File: config.mk
export PLATFORM = sky130hd
export DESIGN_NAME = ordered_value_list_table_top
export DESIGN_NICKNAME = d
export VERILOG_FILES = /design/src/sv/ovlt_pkg.sv /design/src/sv/ovlt_core.sv /design/src/sv/ordered_value_list_table_top.sv
export SDC_FILE = /design/constraint.sdc
export NUM_CORES = 2
export LEC_CHECK = 0
export CORE_MARGIN = 5
export CORE_UTILIZATION = 60
export CTS_CLUSTER_SIZE = 12
export DETAILED_ROUTE_END_ITERATION = 6
export DONT_BUFFER_PORTS = 1
export HOLD_SLACK_MARGIN = 0.05
export PLACE_DENSITY = 0.76
export RECOVER_POWER = 100
export SLEW_MARGIN = 20
export SYNTH_ARGS = -nofsm -noshare
export SYNTH_HDL_FRONTEND = slang
export SYNTH_SLANG_ARGS = --single-unit
File: constraint.sdc
create_clock -name clk -period 6.1 [get_ports clk]
set_input_delay 0.915 -clock clk [delete_from_list [all_inputs] [get_ports clk]]
set_output_delay 0.915 -clock clk [all_outputs]
set_load 0.05 [all_outputs]
File: src/sv/ovlt_pkg.sv
// Package with the types, codes and defaults of the ordered value list table.
`default_nettype none

package ovlt_pkg;

    localparam int unsigned CAPACITY_DEF = 64;

    localparam logic [1:0] CMD_INSERT = 2'd0;
    localparam logic [1:0] CMD_REMOVE = 2'd1;
    localparam logic [1:0] CMD_SEARCH = 2'd2;

    localparam logic [1:0] STATUS_OK      = 2'd0;
    localparam logic [1:0] STATUS_MISSING = 2'd1;
    localparam logic [1:0] STATUS_FULL    = 2'd2;

    typedef struct packed {
        logic [1:0]         cmd;
        logic signed [31:0] value;
    } in_t;

    typedef struct packed {
        logic [1:0] status;
        logic [5:0] position;
        logic [6:0] entry_count;
    } out_t;

    typedef struct packed {
        logic busy;
        logic res_valid;
    } ctl_t;

    typedef enum logic [3:0] {
        ST_IDLE,
        ST_SCAN,
        ST_SHIFT_UP,
        ST_SHIFT_DN,
        ST_BIN_RD,
        ST_BIN_CMP,
        ST_MV_RD,
        ST_MV_WR,
        ST_PUT,
        ST_DONE
    } state_t;

endpackage

`default_nettype wire

File: src/sv/ovlt_core.sv
// Sequencer and entry memory of the ordered value list table.
`default_nettype none

module ovlt_core #(
    parameter int unsigned CAPACITY = 64
) (
    input  wire logic         clk,
    input  wire logic         rst_n,
    input  wire logic         sorted_mode,
    input  wire logic         start,
    input  ovlt_pkg::in_t     req,
    input  wire logic         res_take,
    output ovlt_pkg::ctl_t    ctl,
    output ovlt_pkg::out_t    res
);
    import ovlt_pkg::*;

    localparam int unsigned IDX_W = $clog2(CAPACITY);
    localparam int unsigned CNT_W = $clog2(CAPACITY + 1);

    logic [31:0] entries_reg [CAPACITY];
    logic [31:0] rdata_reg;

    state_t state_reg, state_next;
    logic [CNT_W-1:0] count_reg, count_next;
    logic pend_reg, pend_next;
    logic [1:0] cmd_reg, cmd_next;
    logic [31:0] value_reg, value_next;
    logic [CNT_W-1:0] idx_reg, idx_next;
    logic [CNT_W-1:0] at_reg, at_next;
    logic [CNT_W-1:0] lo_reg, lo_next;
    logic [CNT_W-1:0] hi_reg, hi_next;
    logic [IDX_W-1:0] mid_reg, mid_next;
    logic [IDX_W-1:0] pend_addr_reg, pend_addr_next;
    logic [1:0] res_status_reg, res_status_next;
    logic [CNT_W-1:0] res_pos_reg, res_pos_next;

    logic rd_en, wr_en;
    logic [IDX_W-1:0] rd_addr, wr_addr;
    logic [31:0] wr_data;

    logic [CNT_W-1:0] idx_inc, idx_dec, cnt_dec;
    logic [CNT_W:0] mid_sum;
    logic [IDX_W-1:0] mid_calc;
    logic scan_more, up_more, dn_more, bin_open;
    logic hit_eq, hit_ge, hit_gt, scan_hit;

    assign idx_inc   = idx_reg + CNT_W'(1);
    assign idx_dec   = idx_reg - CNT_W'(1);
    assign cnt_dec   = count_reg - CNT_W'(1);
    assign mid_sum   = {1'b0, lo_reg} + {1'b0, hi_reg} - (CNT_W + 1)'(1);
    assign mid_calc  = mid_sum[IDX_W:1];
    assign scan_more = idx_reg < count_reg;
    assign up_more   = idx_reg > at_reg;
    assign dn_more   = idx_inc < count_reg;
    assign bin_open  = lo_reg < hi_reg;
    assign hit_eq    = rdata_reg == value_reg;
    assign hit_ge    = $signed(value_reg) <= $signed(rdata_reg);
    assign hit_gt    = $signed(rdata_reg) > $signed(value_reg);
    assign scan_hit  = pend_reg && ((cmd_reg == CMD_INSERT) ? hit_ge : hit_eq);

    always_ff @(posedge clk)
    begin
        if (wr_en)
        begin
            entries_reg[wr_addr] <= wr_data;
        end
        if (rd_en)
        begin
            rdata_reg <= entries_reg[rd_addr];
        end
    end

    always_ff @(posedge clk or negedge rst_n)
    begin
        if (!rst_n)
        begin
            state_reg <= ST_IDLE;
            count_reg <= '0;
            pend_reg  <= 1'b0;
        end
        else
        begin
            state_reg <= state_next;
            count_reg <= count_next;
            pend_reg  <= pend_next;
        end
    end

    always_ff @(posedge clk)
    begin
        cmd_reg        <= cmd_next;
        value_reg      <= value_next;
        idx_reg        <= idx_next;
        at_reg         <= at_next;
        lo_reg         <= lo_next;
        hi_reg         <= hi_next;
        mid_reg        <= mid_next;
        pend_addr_reg  <= pend_addr_next;
        res_status_reg <= res_status_next;
        res_pos_reg    <= res_pos_next;
    end

    always_comb
    begin
        state_next      = state_reg;
        count_next      = count_reg;
        pend_next       = pend_reg;
        cmd_next        = cmd_reg;
        value_next      = value_reg;
        idx_next        = idx_reg;
        at_next         = at_reg;
        lo_next         = lo_reg;
        hi_next         = hi_reg;
        mid_next        = mid_reg;
        pend_addr_next  = pend_addr_reg;
        res_status_next = res_status_reg;
        res_pos_next    = res_pos_reg;
        unique case (state_reg)
            ST_IDLE:
            begin
                if (start)
                begin
                    cmd_next        = req.cmd;
                    value_next      = $unsigned(req.value);
                    idx_next        = '0;
                    pend_next       = 1'b0;
                    lo_next         = '0;
                    hi_next         = count_reg;
                    at_next         = count_reg;
                    res_status_next = STATUS_MISSING;
                    res_pos_next    = '0;
                    unique case (req.cmd)
                        CMD_INSERT:
                        begin
                            if (count_reg == CNT_W'(CAPACITY))
                            begin
                                res_status_next = STATUS_FULL;
                                state_next      = ST_DONE;
                            end
                            else if (!sorted_mode || count_reg == '0)
                            begin
                                state_next = ST_PUT;
                            end
                            else
                            begin
                                state_next = ST_SCAN;
                            end
                        end
                        CMD_REMOVE, CMD_SEARCH:
                        begin
                            state_next = sorted_mode ? ST_BIN_RD : ST_SCAN;
                        end
                        default:
                        begin
                            state_next = ST_DONE;
                        end
                    endcase
                end
            end
            ST_SCAN:
            begin
                idx_next       = scan_more ? idx_inc : idx_reg;
                pend_next      = scan_more;
                pend_addr_next = idx_reg[IDX_W-1:0];
                if (scan_hit)
                begin
                    at_next = CNT_W'(pend_addr_reg);
                    if (cmd_reg == CMD_INSERT)
                    begin
                        idx_next   = count_reg;
                        pend_next  = 1'b0;
                        state_next = ST_SHIFT_UP;
                    end
                    else if (cmd_reg == CMD_SEARCH)
                    begin
                        res_status_next = STATUS_OK;
                        res_pos_next    = CNT_W'(pend_addr_reg);
                        state_next      = ST_DONE;
                    end
                    else
                    begin
                        state_next = ST_MV_RD;
                    end
                end
                else if (!pend_reg && !scan_more)
                begin
                    state_next = (cmd_reg == CMD_INSERT) ? ST_PUT : ST_DONE;
                end
            end
            ST_SHIFT_UP:
            begin
                idx_next       = up_more ? idx_dec : idx_reg;
                pend_next      = up_more;
                pend_addr_next = idx_reg[IDX_W-1:0];
                if (!pend_reg && !up_more)
                begin
                    state_next = ST_PUT;
                end
            end
            ST_SHIFT_DN:
            begin
                idx_next       = dn_more ? idx_inc : idx_reg;
                pend_next      = dn_more;
                pend_addr_next = idx_reg[IDX_W-1:0];
                if (!pend_reg && !dn_more)
                begin
                    count_next      = cnt_dec;
                    res_status_next = STATUS_OK;
                    res_pos_next    = at_reg;
                    state_next      = ST_DONE;
                end
            end
            ST_BIN_RD:
            begin
                if (bin_open)
                begin
                    mid_next   = mid_calc;
                    state_next = ST_BIN_CMP;
                end
                else
                begin
                    state_next = ST_DONE;
                end
            end
            ST_BIN_CMP:
            begin
                if (hit_eq)
                begin
                    at_next = CNT_W'(mid_reg);
                    if (cmd_reg == CMD_SEARCH)
                    begin
                        res_status_next = STATUS_OK;
                        res_pos_next    = CNT_W'(mid_reg);
                        state_next      = ST_DONE;
                    end
                    else
                    begin
                        idx_next   = CNT_W'(mid_reg);
                        pend_next  = 1'b0;
                        state_next = ST_SHIFT_DN;
                    end
                end
                else
                begin
                    if (hit_gt)
                    begin
                        hi_next = CNT_W'(mid_reg);
                    end
                    else
                    begin
                        lo_next = CNT_W'(mid_reg) + CNT_W'(1);
                    end
                    state_next = ST_BIN_RD;
                end
            end
            ST_MV_RD:
            begin
                state_next = ST_MV_WR;
            end
            ST_MV_WR:
            begin
                count_next      = cnt_dec;
                res_status_next = STATUS_OK;
                res_pos_next    = at_reg;
                state_next      = ST_DONE;
            end
            ST_PUT:
            begin
                count_next      = count_reg + CNT_W'(1);
                res_status_next = STATUS_OK;
                res_pos_next    = at_reg;
                state_next      = ST_DONE;
            end
            ST_DONE:
            begin
                if (res_take)
                begin
                    state_next = ST_IDLE;
                end
            end
            default:
            begin
                state_next = ST_IDLE;
            end
        endcase
    end

    always_comb
    begin
        rd_en   = 1'b0;
        rd_addr = idx_reg[IDX_W-1:0];
        wr_en   = 1'b0;
        wr_addr = pend_addr_reg;
        wr_data = rdata_reg;
        unique case (state_reg)
            ST_SCAN:
            begin
                rd_en = scan_more;
            end
            ST_SHIFT_UP:
            begin
                rd_en   = up_more;
                rd_addr = idx_dec[IDX_W-1:0];
                wr_en   = pend_reg;
            end
            ST_SHIFT_DN:
            begin
                rd_en   = dn_more;
                rd_addr = idx_inc[IDX_W-1:0];
                wr_en   = pend_reg;
            end
            ST_BIN_RD:
            begin
                rd_en   = bin_open;
                rd_addr = mid_calc;
            end
            ST_MV_RD:
            begin
                rd_en   = 1'b1;
                rd_addr = cnt_dec[IDX_W-1:0];
            end
            ST_MV_WR:
            begin
                wr_en   = 1'b1;
                wr_addr = at_reg[IDX_W-1:0];
            end
            ST_PUT:
            begin
                wr_en   = 1'b1;
                wr_addr = at_reg[IDX_W-1:0];
                wr_data = value_reg;
            end
            ST_IDLE, ST_BIN_CMP, ST_DONE:
            begin
                rd_en = 1'b0;
            end
            default:
            begin
                rd_en = 1'b0;
            end
        endcase
    end

    assign ctl.busy         = state_reg != ST_IDLE;
    assign ctl.res_valid    = state_reg == ST_DONE;
    assign res.status       = res_status_reg;
    assign res.position     = 6'(res_pos_reg);
    assign res.entry_count  = 7'(count_reg);

endmodule

`default_nettype wire

File: src/sv/ordered_value_list_table_top.sv
// Ordered value list table: mode register, request sequencer and result register.
// One request is in work at a time. Scans and shifts walk the single entry memory one entry
// per cycle; a binary search probe reads the middle entry, then compares it. A new request is
// taken while a result waits in the result register, not while the sequencer still holds it.
// Reset clears the entry count, the mode register and all valid flags; entries are not cleared.
`default_nettype none

module ordered_value_list_table_top #(
    parameter int unsigned CAPACITY = ovlt_pkg::CAPACITY_DEF
) (
    input  wire logic      clk,
    input  wire logic      rst_n,
    input  wire logic      cfg_wr_en,
    input  wire logic      cfg_wr_data,
    input  wire logic      in_valid,
    output logic           in_stall,
    input  ovlt_pkg::in_t  in_data,
    output logic           out_valid,
    input  wire logic      out_stall,
    output ovlt_pkg::out_t out_data
);
    import ovlt_pkg::*;

    logic sorted_mode_reg;
    logic out_valid_reg, out_valid_next;
    out_t out_data_reg, out_data_next;
    ctl_t core_ctl;
    out_t core_res;
    logic start, res_take;

    assign in_stall = core_ctl.busy;
    assign start    = in_valid && !core_ctl.busy;
    assign res_take = core_ctl.res_valid && (!out_valid_reg || !out_stall);

    ovlt_core #(
        .CAPACITY (CAPACITY)
    ) u_core (
        .clk         (clk),
        .rst_n       (rst_n),
        .sorted_mode (sorted_mode_reg),
        .start       (start),
        .req         (in_data),
        .res_take    (res_take),
        .ctl         (core_ctl),
        .res         (core_res)
    );

    always_comb
    begin
        out_valid_next = out_valid_reg;
        out_data_next  = out_data_reg;
        if (res_take)
        begin
            out_valid_next = 1'b1;
            out_data_next  = core_res;
        end
        else if (out_valid_reg && !out_stall)
        begin
            out_valid_next = 1'b0;
        end
    end

    always_ff @(posedge clk or negedge rst_n)
    begin
        if (!rst_n)
        begin
            sorted_mode_reg <= 1'b0;
            out_valid_reg   <= 1'b0;
        end
        else
        begin
            if (cfg_wr_en)
            begin
                sorted_mode_reg <= cfg_wr_data;
            end
            out_valid_reg <= out_valid_next;
        end
    end

    always_ff @(posedge clk)
    begin
        out_data_reg <= out_data_next;
    end

    assign out_valid = out_valid_reg;
    assign out_data  = out_data_reg;

endmodule

`default_nettype wire

; Word-level counts from Yosys, hierarchy flattened
; Memories as Yosys holds them, arrays and structs flattened. A register that Yosys moved wholly into a read port is not among the register bits.
; Cells that the tools add are included.
[totals]
register_bits = 111
ram_bits = 2048
in_bits = 40
out_inout_bits = 17
word_cells = 175
mem_count = 1
[op_classes]
addsub = 7
magnitude_cmp = 6
eq_ne = 30
n_mux = 70
reduce_logical = 43
[memory_table]
columns = name, depth, word_bits, read_ports, rd_clocked_by_memory_dff, wr, line
row1 = u_core.entries_reg, 64, 32, 1, 1, 1, ovlt_core.sv:21  ; logic [31:0] entries_reg [CAPACITY];
[op_table]
columns = cell, n
row1 = 7-bit 2-to-1 mux, 16
row2 = 4-bit 2-to-1 mux, 13
row3 = 6-bit 2-to-1 mux, 7
row4 = 7-bit case mux with 3 select lines, 2
row5 = 4-bit case mux with 9 select lines, 1
row6 = 7-bit case mux with 5 select lines, 1
row7 = 32-bit == test, 1
row8 = 32-bit greater-than comparator, 1
row9 = 32-bit less-or-equal comparator, 1
row10 = 32-bit 2-to-1 mux, 1
row11 = 6-bit case mux with 5 select lines, 1
row12 = 7-bit case mux with 2 select lines, 2
row13 = 6-bit case mux with 4 select lines, 1
row14 = 7-bit less-than comparator, 3
row15 = 7-bit by 1-bit subtractor with 7-bit output (second input constant), 3
row16 = 2-bit by 1-bit inequality test with 1-bit output (second input constant), 10
row17 = 4-bit by 3-bit == test with 1-bit output (second input constant), 4
row18 = 2-bit 2-to-1 mux, 8
row19 = 4-bit AND reduction, 4
row20 = 7-bit by 1-bit adder with 7-bit output (second input constant), 2
row21 = 6-bit AND reduction, 2
row22 = 1-bit 2-to-1 mux, 11
row23 = 2-bit inequality test (second input constant), 5
row24 = 1-bit case mux with 5 select lines, 2
row25 = 29 further kinds, 54

; Logic depth before layout (Yosys ltp)
[depth]
word_depth = 7
depth_mapped = 17
mapped_depth_nobuf = 13

; Cells and area by module
; From an unflattened synthesis, not the netlist that was laid out.
[hier_totals]
cells_unflattened = 5533
hier_area_um2 = 89404.5
[modules_own_cells]
columns = module, n_inst, cells_each, area_per_inst_um2, seq_area_each_um2
row1 = ovlt_core, 1, 5512, 88867.7, 65222.6
row2 = ordered_value_list_table_top, 1, 21, 536.8, 500.5

; Least setup slack after synthesis
; No wires, ideal clock.
[synth_path]
path_type = register to register
from = register u_core.state_reg[3]
to = memory u_core.entries_reg[0][31] (data pin)
setup_ns = 0.702
t_arrival_ns = 3.918
required_time_ns = 5.398
slack_ns = 1.480
path_stages_with_launch = 7
n_path_buf = 3
cell_sequence = dfrtp_1 buf_2 nor2b_1 and2_1 clkbuf_1 clkbuf_1 o21ai_0
[synth_between]
elab_chain_cells = 2
[synth_rtl]
columns = element, line
row1 = "start, declared", ovlt_core.sv:24  ; state_t state_reg, state_next;
row2 = "start signal, assigned", ovlt_core.sv:84  ; state_reg <= state_next;
row3 = 4-bit == test, ovlt_core.sv:296  ; unique case (state_reg)
row4 = 32-bit 2-to-1 mux, ovlt_core.sv:296
row5 = named net u_core.wr_data[31], ovlt_core.sv:40  ; logic [31:0] wr_data;
row6 = "end, declared", ovlt_core.sv:21
; The timed path passes the listed nets, and every way through them passes these cells.

; Worst setup path after layout
[layout_path]
from = register u_core.state_reg[2]
to = memory u_core.entries_reg[2][4] (enable)
[layout_between]
elab_chain_cells = 5
[layout_rtl]
columns = element, line
row1 = 4-bit by 3-bit == test with 1-bit output (tied with other cells), ovlt_core.sv:296
row2 = 2-bit OR reduction (no source line), --
row3 = 1-bit case mux with 2 select lines, ovlt_core.sv:296
row4 = 1-bit 2-to-1 mux, ovlt_core.sv:64  ; if (wr_en)
row5 = 1-bit 2-to-1 mux (not written as such), ovlt_core.sv:66  ; entries_reg[wr_addr] <= wr_data;
; Several ways; a longest one is shown, not always the timed one.

==> out/metrics.yaml <==
status: "finished, violations left"
violations: "design-rule violations, max-capacitance violations, max-slew violations"
ys_ff_latch: 2191
synth_edf_count: 2177
finalCritPeriodShare_pct: 93.1
first_pass_iters: 7
maxSlewViolCount: 902
track_usage_pct: 31.9
syn_inst: 6630
drc: 9
end_kind: "flip-flop"
largest_reg_flops: 2048
irDropWorstVdd_uv: 644
synth_area_per_cell_sq_um: 13.7
ys_seq_area_share_pct: 72.2
fmax_ghz: 0.176
io_pins: 57
rr_endpoint: "u_core.entries_reg[2][4]"
powerDensity_mw_per_mm2: 569
ff2ff_setup_slack_ps: 420
ctsResizeCount: 0
grt_pass1_wl_mm: 376
cp.required_ps: 6550
io_buffers: 0
layoutNonFillerInstCount: 8746
min_period_ps: 5680
setup_viol: 0
grt_max_degree: 195
p_leak_nw: 33.7
layout-area-overhead-vs-synth_pct: 10.1
min_path_type: "in2reg"
yosysWarnings: 0
insertion_delay_ps: 870
cts_tree: "built"
seq_area_sq_mm: 0.0657
post_drt_wl_per_cell_um: 29.4
vias: 60100
place_inst: 8419
timing.rr.start: "u_core.state_reg[2]"
wl_mm: 257
globalplace.congestion: 0.946
die_area_sq_mm: 0.160
synth.largest_area_cell: "edfxtp_1"
antenna_found_initial: 12
fp.dieW_um: 399
cts.htree.levels: 4
criticalPathCategory: "reg2reg"
synthTopCellsByArea: "edfxtp_1 (72%), nand3_1 (5.0%), nand2_1 (4.1%), a221oi_1 (1.9%), mux4_2 (1.6%)"
drive_above_1_share_pct: 10.2
start_util_pct: 60.1
die_y_um: 399
nFillCells: 10300
multi_input_area_sq_mm: 0.0227
yosysTopAreaCellShare_pct: 71.8
rsz0062_at_grt: "false"
cts_sinks: 2191
reg2reg_depth: 8
hold-path-endpoint: "u_core.value_reg[18]"
core_sq_mm: 0.151
tightest_slew_ps: 2930
post_dp_cell_area_sq_mm: 0.0948
hold_violations: 0
holdPathStages: 0
overflow: 0
rows: 143
routed_via_density: 6.88
clk_pin_slew_ps: 60
yosysUniqueCellTypes: 80
hpwl_mm: 142
synth-main-ff-cell: "edfxtp_1"
slew_headroom_pct: -95.1
synth_fp_nets: 6746
clock-root-buffer: "clkbuf_16"
fin_nets: 6720
fin_area_sq_mm: 0.100
fin_setup_tns_ps: 0
cp_max_fo: 19
post_cts_buffers: 0
max-cap-violations: 31
cp-start-kind: "flip-flop"
cts_buffers: 212
fin_hold_ws_ps: 140
grt_pass1_vias: 58200
synthArstFlopShare_pct: 0.639
drt_iter0_markers: 10100
syn-cell-area_sq_mm: 0.0910
ant_nets: 0
skew_ps: 71.3
cts_max_path_buffers: 3
cp_data_arrival_time_ps: 6130
min_from: "in_data[18]"
## logic make-up after synthesis
group	share of synthesized area (%)
AND/OR/NAND/NOR	12.6
AO/OA/AOI/OAI	7.41
flip-flops	72.2
multiplexers	2.84
XOR/XNOR	0.337
buffers and inverters	3.57
adder cells (fa/ha/maj)	1.05
## per-stage QoR
| step | worst slack, ps | total power, mW | utilization [%] |
|---|---|---|---|
| floorplan | 1480 | 35.8 | - |
| global placement | 17.2 | 44.0 | 62.6 |
| detailed placement | 866 | 44.7 | 62.7 |
| CTS | 847 | 56.6 | 66.7 |
| global route | 310 | 59.0 | 66.2 |
| finish | 422 | 57.0 | 66.2 |
## layout make-up
cell class,instances,share of cell area (%)
Clock inverter,54,0.584
Clock buffer,269,5.51
Timing Repair Buffer,277,2.07
Sequential cell,2191,65.6
Antenna cell,3,0.00749
Tap cell,2030,2.53
Multi-Input combinational cell,3645,22.7
Inverter,277,1.04
## worst max-delay path, stage by stage (launching register included)
cell	delay, ps
dfrtp_1	660
nor2b_1	300
nand2_1	340
o21ai_0	380
clkbuf_1	600
mux2i_1	580
nand2b_1	510
nor2_2	1280
clkbuf_1	640
## repair_timing
action	4_1_cts	5_1_grt
hold buffers	1	0
hold endpoints to repair	14	0
endpoints found under the setup margin	0	0
## cells in the final DEF, fill, tap and decap left out, types with 12 or more instances in the layout
cell type and instances:
a2111oi_0 14, inv_1 274, clkbuf_2 81, a311oi_1 33, o21ai_4 15, clkbuf_16 212, and3_1 105, a21o_1 12
mux4_2 64, a21oi_1 197, nand3_1 914, nor2_1 42, ha_1 75, nor2b_1 12, o311ai_0 30, nor2_4 44
clkinv_1 25, a31oi_1 229, clkbuf_1 93, o22a_1 64, buf_12 27, mux2i_1 109, nand2b_1 18, edfxtp_1 2177
a221oi_1 196, nor4b_2 27, xnor2_1 24, buf_4 130, nand4_1 178, dfrtp_1 14, nand2_1 998, o21ai_0 41
o22ai_1 33
## cell usage after synthesis, drive strengths merged, types with 96 or more instances
library cell	number
nand2	998
clkbuf	316
a221oi	198
nor2	96
and3	105
nand3	914
nand4	178
a21oi	199
edfxtp	2177
mux2i	109
a31oi	229
buf	201
inv	276
## power breakdown
group          internal (mW)  switching, mW
Combinational           6.35           17.0
Sequential              21.2          0.611
Clock                   6.43           5.48
Total                   33.9           23.1
## routing by layer
metal / vias to the layer above / GRT usage (%) / routed length, um / part of all wire, %
met3: 718 / 8.01 / 34900 / 14
li1: 25300 / - / - / -
met5: - / 0 / 35 / 0.014
met1: 29600 / 43.6 / 90500 / 35
met4: 6 / 14.9 / 13400 / 5.2
met2: 4466 / 48.7 / 118000 / 46
## worst max-delay path by stage
stage                        startpoint                         end  slack [ps]  cells after the start
floorplan           u_core.state_reg[3]   u_core.entries_reg[0][31]        1480                      6
global placement       u_core.lo_reg[1]         u_core.rdata_reg[1]          20                     15
detailed placement     u_core.hi_reg[0]        u_core.rdata_reg[16]         870                     14
CTS                    u_core.hi_reg[0]        u_core.rdata_reg[16]         850                     14
global route        u_core.state_reg[2]  u_core.entries_reg[32][14]         310                      9
finish              u_core.state_reg[2]    u_core.entries_reg[2][4]         420                      8
Note: power is estimated with default switching activity, not from simulation.
